File: config.mk
export PLATFORM = sky130hd
export DESIGN_NAME = slew_aware_cubic_boost_flat
export DESIGN_NICKNAME = d
export VERILOG_FILES = /design/src/sv/scb_pkg.sv /design/src/sv/scb_if.sv /design/src/sv/slew_aware_cubic_boost.sv /design/src/sv/scb_ctrl.sv /design/src/sv/scb_dp.sv /design/src/flat_wrapper.sv
export VERILOG_INCLUDE_DIRS = /design/src /design/src/sv
export SDC_FILE = /design/constraint.sdc
export NUM_CORES = 2
export LEC_CHECK = 0
export BUFFER_PORTS_ARGS = -buffer_cell sky130_fd_sc_hd__buf_2
export CORE_ASPECT_RATIO = 1.4
export CORE_MARGIN = 5
export CORE_UTILIZATION = 52
export DETAILED_ROUTE_END_ITERATION = 12
export PLACE_DENSITY = 0.68
export SYNTH_ARGS = -nofsm -noshare
export SYNTH_HDL_FRONTEND = slang
export SYNTH_SLANG_ARGS = --single-unit
File: constraint.sdc
create_clock -name clk -period 12.05 [get_ports clk]
set_input_delay 1.8075 -clock clk [delete_from_list [all_inputs] [get_ports clk]]
set_output_delay 1.8075 -clock clk [all_outputs]
set_load 0.005 [all_outputs]
File: src/sv/assert_macros.svh
// ----------------------------------------------------------------------------
// assertion macros
// shared concurrent assertion forms, clocked on clk with synchronous reset rst
// ----------------------------------------------------------------------------
`ifndef ASSERT_MACROS_SVH
`define ASSERT_MACROS_SVH

// property must hold on every clock edge outside reset
`define ASSERT_CLK(lbl, prop, msg) \
  lbl: assert property (@(posedge clk) disable iff (rst) prop) else $error(msg);

// property checked also while reset is high
`define ASSERT_CLK_ALWAYS(lbl, prop, msg) \
  lbl: assert property (@(posedge clk) prop) else $error(msg);

`endif

File: src/sv/scb_pkg.sv
// ----------------------------------------------------------------------------
// scb_pkg
// types and constants of the slew aware cubic boost
// ----------------------------------------------------------------------------
package scb_pkg;

  localparam int MUL_W  = 33;
  localparam int PROD_W = 2 * MUL_W;
  localparam int GAIN_W = 17;
  localparam int RSC_W  = 16;

  // chase rate in q12.20
  localparam logic [31:0] RATE_FLOOR = 32'd367001600;
  localparam logic [31:0] RATE_CAP   = 32'd2621440000;
  localparam logic [31:0] DECAY_Q30  = 32'd1073634450;
  localparam logic [31:0] DECAY_SUB  = 32'd10486;

  // register indexes
  localparam logic REG_GAIN = 1'b0;
  localparam logic REG_RSC  = 1'b1;

  typedef enum logic [4:0] {
    OP_NONE, OP_LOAD, OP_DECAY, OP_RATE, OP_GMUL, OP_DIVI, OP_DIVS, OP_DIVE,
    OP_SCALE, OP_SCALED, OP_SQ, OP_A2, OP_CUBE, OP_A3, OP_SLEW, OP_SLEWV,
    OP_BOOST, OP_RES
  } op_t;

  typedef struct packed {
    op_t  op;
    logic out_load;
  } scb_cmd_t;

  typedef struct packed {
    logic div_last;
  } scb_stat_t;

endpackage

File: src/sv/scb_if.sv
// ----------------------------------------------------------------------------
// scb stream interfaces
// valid/ready channels for input and result samples
// ----------------------------------------------------------------------------
interface scb_in_if #(parameter int W = 24);
  logic         valid;
  logic         ready;
  logic [W-1:0] sample_in;
  modport source (output valid, output sample_in, input ready);
  modport sink (input valid, input sample_in, output ready);
endinterface

interface scb_out_if #(parameter int W = 24);
  logic         valid;
  logic         ready;
  logic [W-1:0] sample_out;
  modport source (output valid, output sample_out, input ready);
  modport sink (input valid, input sample_out, output ready);
endinterface

File: src/sv/slew_aware_cubic_boost.sv
// ----------------------------------------------------------------------------
// slew_aware_cubic_boost
// chased trim gain followed by a slew weighted cubic boost and saturation
// ----------------------------------------------------------------------------
// Each sample runs from acceptance to a result in the output register through the
// gain chase, a 64 step bit serial divide and single steps around one shared
// 33x33 multiplier; the sequencer then returns to idle and can take the next
// sample. One sample is in work at a time; a finished result waits in the output
// register while the next sample is taken, and a result that finds the output
// register still full holds the sequencer until it frees.
module slew_aware_cubic_boost import scb_pkg::*; #(
  parameter int SAMPLE_BITS = 24
) (
  input  logic        clk,
  input  logic        rst,
  scb_in_if.sink      samples,
  scb_out_if.source   results,
  input  logic        psel,
  input  logic        penable,
  input  logic        pwrite,
  input  logic [2:0]  paddr,
  input  logic [31:0] pwdata,
  output logic [31:0] prdata,
  output logic        pready
);

  logic [GAIN_W-1:0]      gain_target;
  logic [RSC_W-1:0]       rate_scale;
  logic [SAMPLE_BITS-1:0] res;
  scb_cmd_t               cmd;
  scb_stat_t              stat;
  logic                   out_busy;

  assign pready = 1'b1;
  assign prdata = (paddr[2] == REG_RSC) ? 32'(rate_scale) : 32'(gain_target);

  always_ff @(posedge clk) begin
    if (rst) begin
      gain_target <= GAIN_W'(65536);
      rate_scale  <= RSC_W'(4096);
    end else if (psel && penable && pwrite) begin
      if (paddr[2] == REG_GAIN) begin
        gain_target <= pwdata[GAIN_W-1:0];
      end else begin
        rate_scale <= pwdata[RSC_W-1:0];
      end
    end
  end

  assign out_busy = results.valid && !results.ready;

  always_ff @(posedge clk) begin
    if (rst) begin
      results.valid <= 1'b0;
    end else if (cmd.out_load) begin
      results.valid <= 1'b1;
    end else if (results.ready) begin
      results.valid <= 1'b0;
    end
  end

  always_ff @(posedge clk) begin
    if (cmd.out_load) begin
      results.sample_out <= res;
    end
  end

  scb_ctrl u_ctrl (
    .clk      (clk),
    .rst      (rst),
    .in_valid (samples.valid),
    .in_ready (samples.ready),
    .out_busy (out_busy),
    .stat     (stat),
    .cmd      (cmd)
  );

  scb_dp #(.SAMPLE_BITS(SAMPLE_BITS)) u_dp (
    .clk         (clk),
    .rst         (rst),
    .cmd         (cmd),
    .stat        (stat),
    .sample_in   (samples.sample_in),
    .gain_target (gain_target),
    .rate_scale  (rate_scale),
    .res         (res)
  );

`include "assert_macros.svh"

  // a word in work blocks new input for the following cycle
  `ASSERT_CLK(a_busy_after_accept, samples.valid && samples.ready |=> !samples.ready, "input taken twice")
  // output register never overwritten while its word waits
  `ASSERT_CLK(a_no_overwrite, cmd.out_load |-> !results.valid || results.ready, "result overwritten")
  // no result is loaded in the cycle after a sample is taken
  `ASSERT_CLK(a_no_early_load, samples.valid && samples.ready |=> !cmd.out_load, "result too early")

endmodule

File: src/sv/scb_ctrl.sv
// ----------------------------------------------------------------------------
// scb_ctrl
// sequencer stepping the datapath through one sample
// ----------------------------------------------------------------------------
module scb_ctrl import scb_pkg::*; (
  input  logic      clk,
  input  logic      rst,
  input  logic      in_valid,
  output logic      in_ready,
  input  logic      out_busy,
  input  scb_stat_t stat,
  output scb_cmd_t  cmd
);

  localparam logic [4:0] ST_IDLE   = 5'd0;
  localparam logic [4:0] ST_DECAY  = 5'd1;
  localparam logic [4:0] ST_RATE   = 5'd2;
  localparam logic [4:0] ST_GMUL   = 5'd3;
  localparam logic [4:0] ST_DIVI   = 5'd4;
  localparam logic [4:0] ST_DIVS   = 5'd5;
  localparam logic [4:0] ST_DIVE   = 5'd6;
  localparam logic [4:0] ST_SCALE  = 5'd7;
  localparam logic [4:0] ST_SCALED = 5'd8;
  localparam logic [4:0] ST_SQ     = 5'd9;
  localparam logic [4:0] ST_A2     = 5'd10;
  localparam logic [4:0] ST_CUBE   = 5'd11;
  localparam logic [4:0] ST_A3     = 5'd12;
  localparam logic [4:0] ST_SLEW   = 5'd13;
  localparam logic [4:0] ST_SLEWV  = 5'd14;
  localparam logic [4:0] ST_BOOST  = 5'd15;
  localparam logic [4:0] ST_RES    = 5'd16;
  localparam logic [4:0] ST_OUT    = 5'd17;

  logic [4:0] state, state_next;

  always_ff @(posedge clk) begin
    if (rst) begin
      state <= ST_IDLE;
    end else begin
      state <= state_next;
    end
  end

  always_comb begin
    state_next   = state;
    in_ready     = 1'b0;
    cmd.op       = OP_NONE;
    cmd.out_load = 1'b0;
    unique case (state)
      ST_IDLE: begin
        in_ready = !rst;
        if (in_valid && !rst) begin
          cmd.op     = OP_LOAD;
          state_next = ST_DECAY;
        end
      end
      ST_DECAY:  begin cmd.op = OP_DECAY;  state_next = ST_RATE;   end
      ST_RATE:   begin cmd.op = OP_RATE;   state_next = ST_GMUL;   end
      ST_GMUL:   begin cmd.op = OP_GMUL;   state_next = ST_DIVI;   end
      ST_DIVI:   begin cmd.op = OP_DIVI;   state_next = ST_DIVS;   end
      ST_DIVS: begin
        cmd.op = OP_DIVS;
        if (stat.div_last) begin
          state_next = ST_DIVE;
        end
      end
      ST_DIVE:   begin cmd.op = OP_DIVE;   state_next = ST_SCALE;  end
      ST_SCALE:  begin cmd.op = OP_SCALE;  state_next = ST_SCALED; end
      ST_SCALED: begin cmd.op = OP_SCALED; state_next = ST_SQ;     end
      ST_SQ:     begin cmd.op = OP_SQ;     state_next = ST_A2;     end
      ST_A2:     begin cmd.op = OP_A2;     state_next = ST_CUBE;   end
      ST_CUBE:   begin cmd.op = OP_CUBE;   state_next = ST_A3;     end
      ST_A3:     begin cmd.op = OP_A3;     state_next = ST_SLEW;   end
      ST_SLEW:   begin cmd.op = OP_SLEW;   state_next = ST_SLEWV;  end
      ST_SLEWV:  begin cmd.op = OP_SLEWV;  state_next = ST_BOOST;  end
      ST_BOOST:  begin cmd.op = OP_BOOST;  state_next = ST_RES;    end
      ST_RES:    begin cmd.op = OP_RES;    state_next = ST_OUT;    end
      ST_OUT: begin
        if (!out_busy) begin
          cmd.out_load = 1'b1;
          state_next   = ST_IDLE;
        end
      end
      default: state_next = ST_IDLE;
    endcase
  end

endmodule

File: src/sv/scb_dp.sv
// ----------------------------------------------------------------------------
// scb_dp
// gain chase, shared multiplier, bit serial divider and boost arithmetic
// ----------------------------------------------------------------------------
module scb_dp import scb_pkg::*; #(
  parameter int SAMPLE_BITS = 24
) (
  input  logic                   clk,
  input  logic                   rst,
  input  scb_cmd_t               cmd,
  output scb_stat_t              stat,
  input  logic [SAMPLE_BITS-1:0] sample_in,
  input  logic [GAIN_W-1:0]      gain_target,
  input  logic [RSC_W-1:0]       rate_scale,
  output logic [SAMPLE_BITS-1:0] res
);

  localparam int N = SAMPLE_BITS;
  localparam int F = N - 1;
  localparam logic [N-1:0] ONE_N = N'(1) << F;
  localparam logic [N-1:0] S_MAX = ONE_N - N'(1);

  // chase state
  logic              primed;
  logic [GAIN_W-1:0] seen;
  logic [31:0]       chase, rate_w, g;

  // per sample work registers
  logic               x_neg;
  logic [N-1:0]       ax, sa, a2, a3, w, scaled, prev;
  logic [N:0]         d;
  logic [PROD_W-1:0]  prod;
  logic [63:0]        num;
  logic [32:0]        rem, den;
  logic [5:0]         cnt;

  logic [MUL_W-1:0]   ma, mb;
  logic [32:0]        rate2, rq, rsub;
  logic [31:0]        rate_new;
  logic [33:0]        rsh;
  logic               ge;
  logic [PROD_W-1:0]  rnd30, rndf;
  logic [PROD_W-31:0] mag;
  logic [N-1:0]       scaled_n, sa_n;
  logic [N:0]         diff, d_n;
  logic [N+1:0]       sum;
  logic [N-1:0]       bm, res_n;
  logic               big;

  assign stat.div_last = (cnt == 6'd0);

  always_comb begin
    ma = '0;
    mb = '0;
    unique case (cmd.op)
      OP_DECAY: begin ma = MUL_W'(rate_w); mb = MUL_W'(DECAY_Q30); end
      OP_GMUL:  begin ma = MUL_W'(g);      mb = MUL_W'(rate_w);    end
      OP_SCALE: begin ma = MUL_W'(ax);     mb = MUL_W'(g);         end
      OP_SQ:    begin ma = MUL_W'(sa);     mb = MUL_W'(sa);        end
      OP_CUBE:  begin ma = MUL_W'(sa);     mb = MUL_W'(a2);        end
      OP_SLEW:  begin ma = MUL_W'(d);      mb = MUL_W'(rate_scale); end
      OP_BOOST: begin ma = MUL_W'(a3);     mb = MUL_W'(w);         end
      default: begin ma = '0; mb = '0; end
    endcase
  end

  always_comb begin
    // rate doubling on a new setting, then cap
    rate2 = {1'b0, chase};
    if (!primed || seen != gain_target) begin
      rate2 = {chase, 1'b0};
    end
    // decay step from the product
    rq   = prod[62:30];
    rsub = (rq > 33'(DECAY_SUB)) ? rq - 33'(DECAY_SUB) : 33'd0;
    rate_new = (rsub < 33'(RATE_FLOOR)) ? RATE_FLOOR : rsub[31:0];
    // one restoring divide step
    rsh = {rem, num[63]};
    ge  = (rsh >= {1'b0, den});
    // scaled sample with rounding and saturation
    rnd30 = prod + (PROD_W'(1) << 29);
    mag   = rnd30[PROD_W-1:30];
    if (x_neg) begin
      scaled_n = (mag > (PROD_W-30)'(ONE_N)) ? ONE_N : N'(0) - mag[N-1:0];
    end else begin
      scaled_n = (mag > (PROD_W-30)'(S_MAX)) ? S_MAX : mag[N-1:0];
    end
    sa_n = scaled_n[N-1] ? N'(0) - scaled_n : scaled_n;
    diff = {scaled_n[N-1], scaled_n} - {prev[N-1], prev};
    d_n  = diff[N] ? (N+1)'(0) - diff : diff;
    // rounding shift by the fraction width
    rndf = prod + (PROD_W'(1) << (F - 1));
    bm   = rndf[F +: N];
    big  = |prod[PROD_W-1:12+F];
    sum  = {{2{scaled[N-1]}}, scaled}
         + (scaled[N-1] ? (N+2)'(0) - (N+2)'(bm) : (N+2)'(bm));
    if ($signed(sum) > $signed((N+2)'(S_MAX))) begin
      res_n = S_MAX;
    end else if ($signed(sum) < $signed({2'b11, ONE_N})) begin
      res_n = ONE_N;
    end else begin
      res_n = sum[N-1:0];
    end
  end

  always_ff @(posedge clk) begin
    if (rst) begin
      primed <= 1'b0;
      seen   <= '0;
      chase  <= RATE_FLOOR;
      g      <= '0;
      prev   <= '0;
      cnt    <= '0;
    end else begin
      unique case (cmd.op)
        OP_LOAD: begin
          seen   <= gain_target;
          rate_w <= (rate2 > 33'(RATE_CAP)) ? RATE_CAP : rate2[31:0];
          if (!primed) begin
            g      <= 32'({gain_target, 14'b0});
            primed <= 1'b1;
          end
          x_neg <= sample_in[N-1];
          ax    <= sample_in[N-1] ? N'(0) - sample_in : sample_in;
        end
        OP_RATE: begin
          chase  <= rate_new;
          rate_w <= rate_new;
        end
        OP_DIVI: begin
          num <= prod[63:0] + {13'b0, gain_target, 34'b0};
          den <= {1'b0, rate_w} + 33'(1 << 20);
          rem <= '0;
          cnt <= 6'd63;
        end
        OP_DIVS: begin
          rem <= ge ? 33'(rsh - {1'b0, den}) : rsh[32:0];
          num <= {num[62:0], ge};
          cnt <= cnt - 6'd1;
        end
        OP_DIVE: g <= num[31:0];
        OP_SCALED: begin
          scaled <= scaled_n;
          sa     <= sa_n;
          d      <= d_n;
          prev   <= scaled_n;
        end
        OP_A2: a2 <= bm;
        OP_A3: a3 <= bm;
        OP_SLEWV: w <= big ? '0 : ONE_N - {1'b0, prod[12 +: F]};
        OP_RES: res <= res_n;
        default: ;
      endcase
      unique case (cmd.op)
        OP_DECAY, OP_GMUL, OP_SCALE, OP_SQ, OP_CUBE, OP_SLEW, OP_BOOST:
          prod <= ma * mb;
        default: ;
      endcase
    end
  end

endmodule
File: src/flat_wrapper.sv
// flat-port wrapper written by rule: the top's interface ports become plain ports
module slew_aware_cubic_boost_flat import scb_pkg::*;
#(
  parameter int SAMPLE_BITS = 24
)
  (clk, rst, psel, penable, pwrite, paddr, pwdata, prdata, pready, samples_valid, samples_sample_in, samples_ready, results_valid, results_sample_out, results_ready);
  scb_in_if samples_i ();
  scb_out_if results_i ();
  input  logic clk;
  input  logic rst;
  input  logic psel;
  input  logic penable;
  input  logic pwrite;
  input  logic [2:0] paddr;
  input  logic [31:0] pwdata;
  output logic [31:0] prdata;
  output logic pready;
  input wire logic [$bits(samples_i.valid)-1:0] samples_valid;
  input wire logic [$bits(samples_i.sample_in)-1:0] samples_sample_in;
  output wire logic [$bits(samples_i.ready)-1:0] samples_ready;
  output wire logic [$bits(results_i.valid)-1:0] results_valid;
  output wire logic [$bits(results_i.sample_out)-1:0] results_sample_out;
  input wire logic [$bits(results_i.ready)-1:0] results_ready;
  assign samples_i.valid = samples_valid;
  assign samples_i.sample_in = samples_sample_in;
  assign samples_ready = samples_i.ready;
  assign results_valid = results_i.valid;
  assign results_sample_out = results_i.sample_out;
  assign results_i.ready = results_ready;
  slew_aware_cubic_boost #(.SAMPLE_BITS(SAMPLE_BITS)) u_core (.clk(clk), .rst(rst), .samples(samples_i), .results(results_i), .psel(psel), .penable(penable), .pwrite(pwrite), .paddr(paddr), .pwdata(pwdata), .prdata(prdata), .pready(pready));
endmodule
==> impl_results.md <==
- Outcome: finished, final reports clean
- Cell Pwr Density: 176 nW/um^2
- Combinational cell fraction of total power: 0.598
- Crit path capture type: register
- Static power due to leakage: 31.9 nW
- Post-synth cell types: 105
- Unrepaired setup endpoints after global routing: no
- Clock tree from TritonCTS: built
- Length of the first detailed-routing pass in iterations: 10
- Worst path max stage delay: 0.87 ns
- Switching power share of the total: 0.490
- Final-report max-slew violation count: 0
- Wire length of the first global-routing pass: 337 mm
- Die extent in y: 433 microns
- Core Area: 127000 sq um
- Routed vias: 53800
- Number of global-route vias before repair: 54800
- Number of cells on the worst reg-to-reg path: 32
- WL per Instance: 25.0 microns
- Worst VDD drop: 0.156 mV
- Die ar.: 135000 sq um
- Final antenna-violating net count: 0
- Post-Synthesis Cells: 7274
- Max Freq: 0.0874 GHz
- Proportion of synthesized flip-flops having asynchronous set or reset: 0
- Final Wtd Congestion: 1.02
- Part of the power in registers: 0.239
- Number of placed I/O pins: 125
- Placed Instance Area: 69500 sq um
- Number of synthesized register bits: 596
- Tightest Hold Check Type: reg -> reg
- Count of input and output buffers: 91
- Total of max-cap violations: 0
- Transition time at the pin with the least slew margin: 1.30 ns
- Post-detail-place hpwl: 179 mm
- Clock Tree Root: clkbuf_16
- Crit-path slowest cell: nor2_4
- Non-Filler Cell Area, Final: 71600 sq um
- Max H-tree Level: 2
- Pin count of the biggest net entering global routing: 73
- Vias per inst: 6.01
- Average size of a mapped cell: 9.16 sq um
- Highest net fanout along the worst path: 41
- Setup Viol. Count Final: 0
- Area overhead of the layout relative to synthesis: 7.52%
- Internal power summed over all cells: 6.41 mW
- Clock latency on the worst-skew pair: 0.69 ns
- Clock tree skew after final layout: 0.0529 ns
- Critical path launch point type: register
- Final hold viol count: 0
- Sequential area share after synthesis: 0.246
- Period utilization: 0.949
- Post-route core utilization: 0.562
- Required time at the endpoint of the critical path: 12.43 ns
- Power consumption: 12.6 mW
- Data arrival, critical path: 11.82 ns
- TritonCTS Sinks: 596
- Routed wire length: 224 mm
- Count leader, synth: inv_1
- Number of CTS-inserted buffers: 59
- Top cell type's share of synthesized area: 0.271
- Number of synthesized flops with an enable pin: 445
- Post-layout nets: 8610
- Fraction of layout instances using a drive strength above 1: 0.0721
- Placed cell count: 8842
- Total global routing overflow: 0
- Top cell type by total area after synthesis: fa_1
- Crit-path most repeated cell: fa_1
- Die width: 312 microns
- Switching power total: 6.17 mW
- Std cell rows: 155
- Crit path kind: reg -> reg
- Hold depth: 0
- Total Routing Usage GR: 0.330
- DRC viols: 0
- Clock tree buffer depth: 3
- Area contributors post-synth: fa_1 (27%), edfxtp_1 (20%), ha_1 (7.3%)
- Non-Filler Instances: 8956
- Slew margin rel.: 0.127
- Shortest clock period the worst path allows after layout: 11.44 ns
- Antenna violations before repair: 3
- CTS clk-pin slew, worst paths: 0.07 ns
- Synth Warn #: 0
- Most numerous cell types in the synthesized netlist: inv_1 (1161), nand2_1 (950), fa_1 (902), nor2_1 (841), edfxtp_1 (445)
- Relative contribution of the clock network to total power: 0.163
- Most instantiated flip-flop cell in the synthesis netlist: edfxtp_1
- Violation count after the first detailed-route iteration: 5903
- Total standard cell area after synthesis: 66600 sq um
- Total negative slack for setup checks: 0 ns
- Starting density of the core: 0.523
cell families after synthesis:
family | after synthesis | share of synthesized area
and+or+nand+nor | 2368 | 0.157
buffers and inverters | 1556 | 0.0895
adders and majority gates | 1289 | 0.344
AOI/OAI and AO/OA | 1014 | 0.103
DFF | 596 | 0.246
xor gates and xnor gates | 365 | 0.0480
muxes | 84 | 0.0129
other | 2 | 0.000113
layout make-up:
class	instances	area [sq um]
Fill cell	11200	55800
Clock inverter	37	504
Clock buffer	74	1630
Timing Repair Buffer	299	2030
Multi-Input combinational cell	5136	44600
Sequential cell	596	16400
Inverter	1163	4370
Antenna cell	3	7.51
Tap cell	1648	2060
registers in the layout, indices dropped and copies added, names as in the netlist, 5 cells and up:
signal and cells:
u_core.gain_target 17, u_core.rate_scale 16, u_core.results.sample_out 24, u_core.u_ctrl.state 5
u_core.u_dp.a2 24, u_core.u_dp.a3 24, u_core.u_dp.ax 24, u_core.u_dp.chase 32
u_core.u_dp.cnt 6, u_core.u_dp.d 25, u_core.u_dp.den 33, u_core.u_dp.g 32
u_core.u_dp.num 64, u_core.u_dp.prev 24, u_core.u_dp.prod 66, u_core.u_dp.rate_w 32
u_core.u_dp.rem 33, u_core.u_dp.res 24, u_core.u_dp.sa 24, u_core.u_dp.scaled 23
u_core.u_dp.seen 17, u_core.u_dp.w 24
worst max-delay path, delay by kind of cell (launching register included):
family                   cells  cell delay, ns
AO/OA/AOI/OAI                8            2.61
AND/OR/NAND/NOR              7            2.88
XOR/XNOR                     1            0.13
adder cells (fa/ha/maj)      9            4.42
buffers and inverters        7            0.55
flip-flops                   1            0.51
power by group through the flow:
stage	clock network, mW	registers [mW]	logic, mW
floorplan	0	2.78	4.94
global placement	0	3.01	7.25
detailed placement	0	3.01	7.32
CTS	2.07	2.98	7.43
global route	2.15	3.01	8.19
finish	2.06	3.00	7.52
path summary, 6_finish.rpt:
kind	startpoint	to	slack [ns]
min reg2reg	u_core.u_dp.res[2]	u_core.results.sample_out[2]	0.42
min	u_core.u_dp.res[2]	u_core.results.sample_out[2]	0.42
max	u_core.u_ctrl.state[2]	u_core.u_dp.prod[64]	0.61
max reg2reg	u_core.u_ctrl.state[2]	u_core.u_dp.prod[64]	0.61
cell usage in the layout, fill, tap and decap left out, types with 40 or more instances in the layout:
master / count
ha_1: 387
inv_1: 1161
or3_1: 40
a22oi_1: 45
o21ai_0: 152
a222oi_1: 51
nand2b_1: 51
clkbuf_16: 61
and2_1: 63
a22o_1: 48
nor2_1: 829
xnor2_1: 262
nand3_1: 84
fa_1: 902
a21oi_1: 268
nor3_1: 57
dfxtp_1: 151
edfxtp_1: 445
nand2_1: 950
buf_2: 90
buf_4: 208
nand4_1: 44
xor2_1: 103
and3_1: 41
mux2i_1: 67
a21o_1: 77
metrics by stage:
stage / hold WS [ns] / worst slack, ns
3_3_place_gp: 0.404 / 0.482
6_report: 0.417 / 0.610
4_1_cts: 0.409 / 0.308
2_1_floorplan: 0.400 / 2.35
5_1_grt: 0.408 / 0.227
3_5_place_dp: 0.406 / 0.436
metal layers:
| metal | vias up | part of all wire | global-route usage | wire [microns] |
|---|---|---|---|---|
| met1 | 26800 | 0.35 | 0.394 | 77500 |
| met5 | - | 0 | 0 | 0 |
| li1 | 23500 | - | - | - |
| met3 | 772 | 0.10 | 0.0633 | 22400 |
| met2 | 2848 | 0.46 | 0.533 | 103000 |
| met4 | 0 | 0.097 | 0.245 | 21700 |
timing repair:
item | in CTS | in global routing
hold buffers | 0 | 0
resized for setup | 0 | 2
buffers inserted | 0 | 0
endpoints found under the setup margin | 0 | 1
endpoints found under the hold margin | 0 | 0
(Power assumes the default switching activity.)
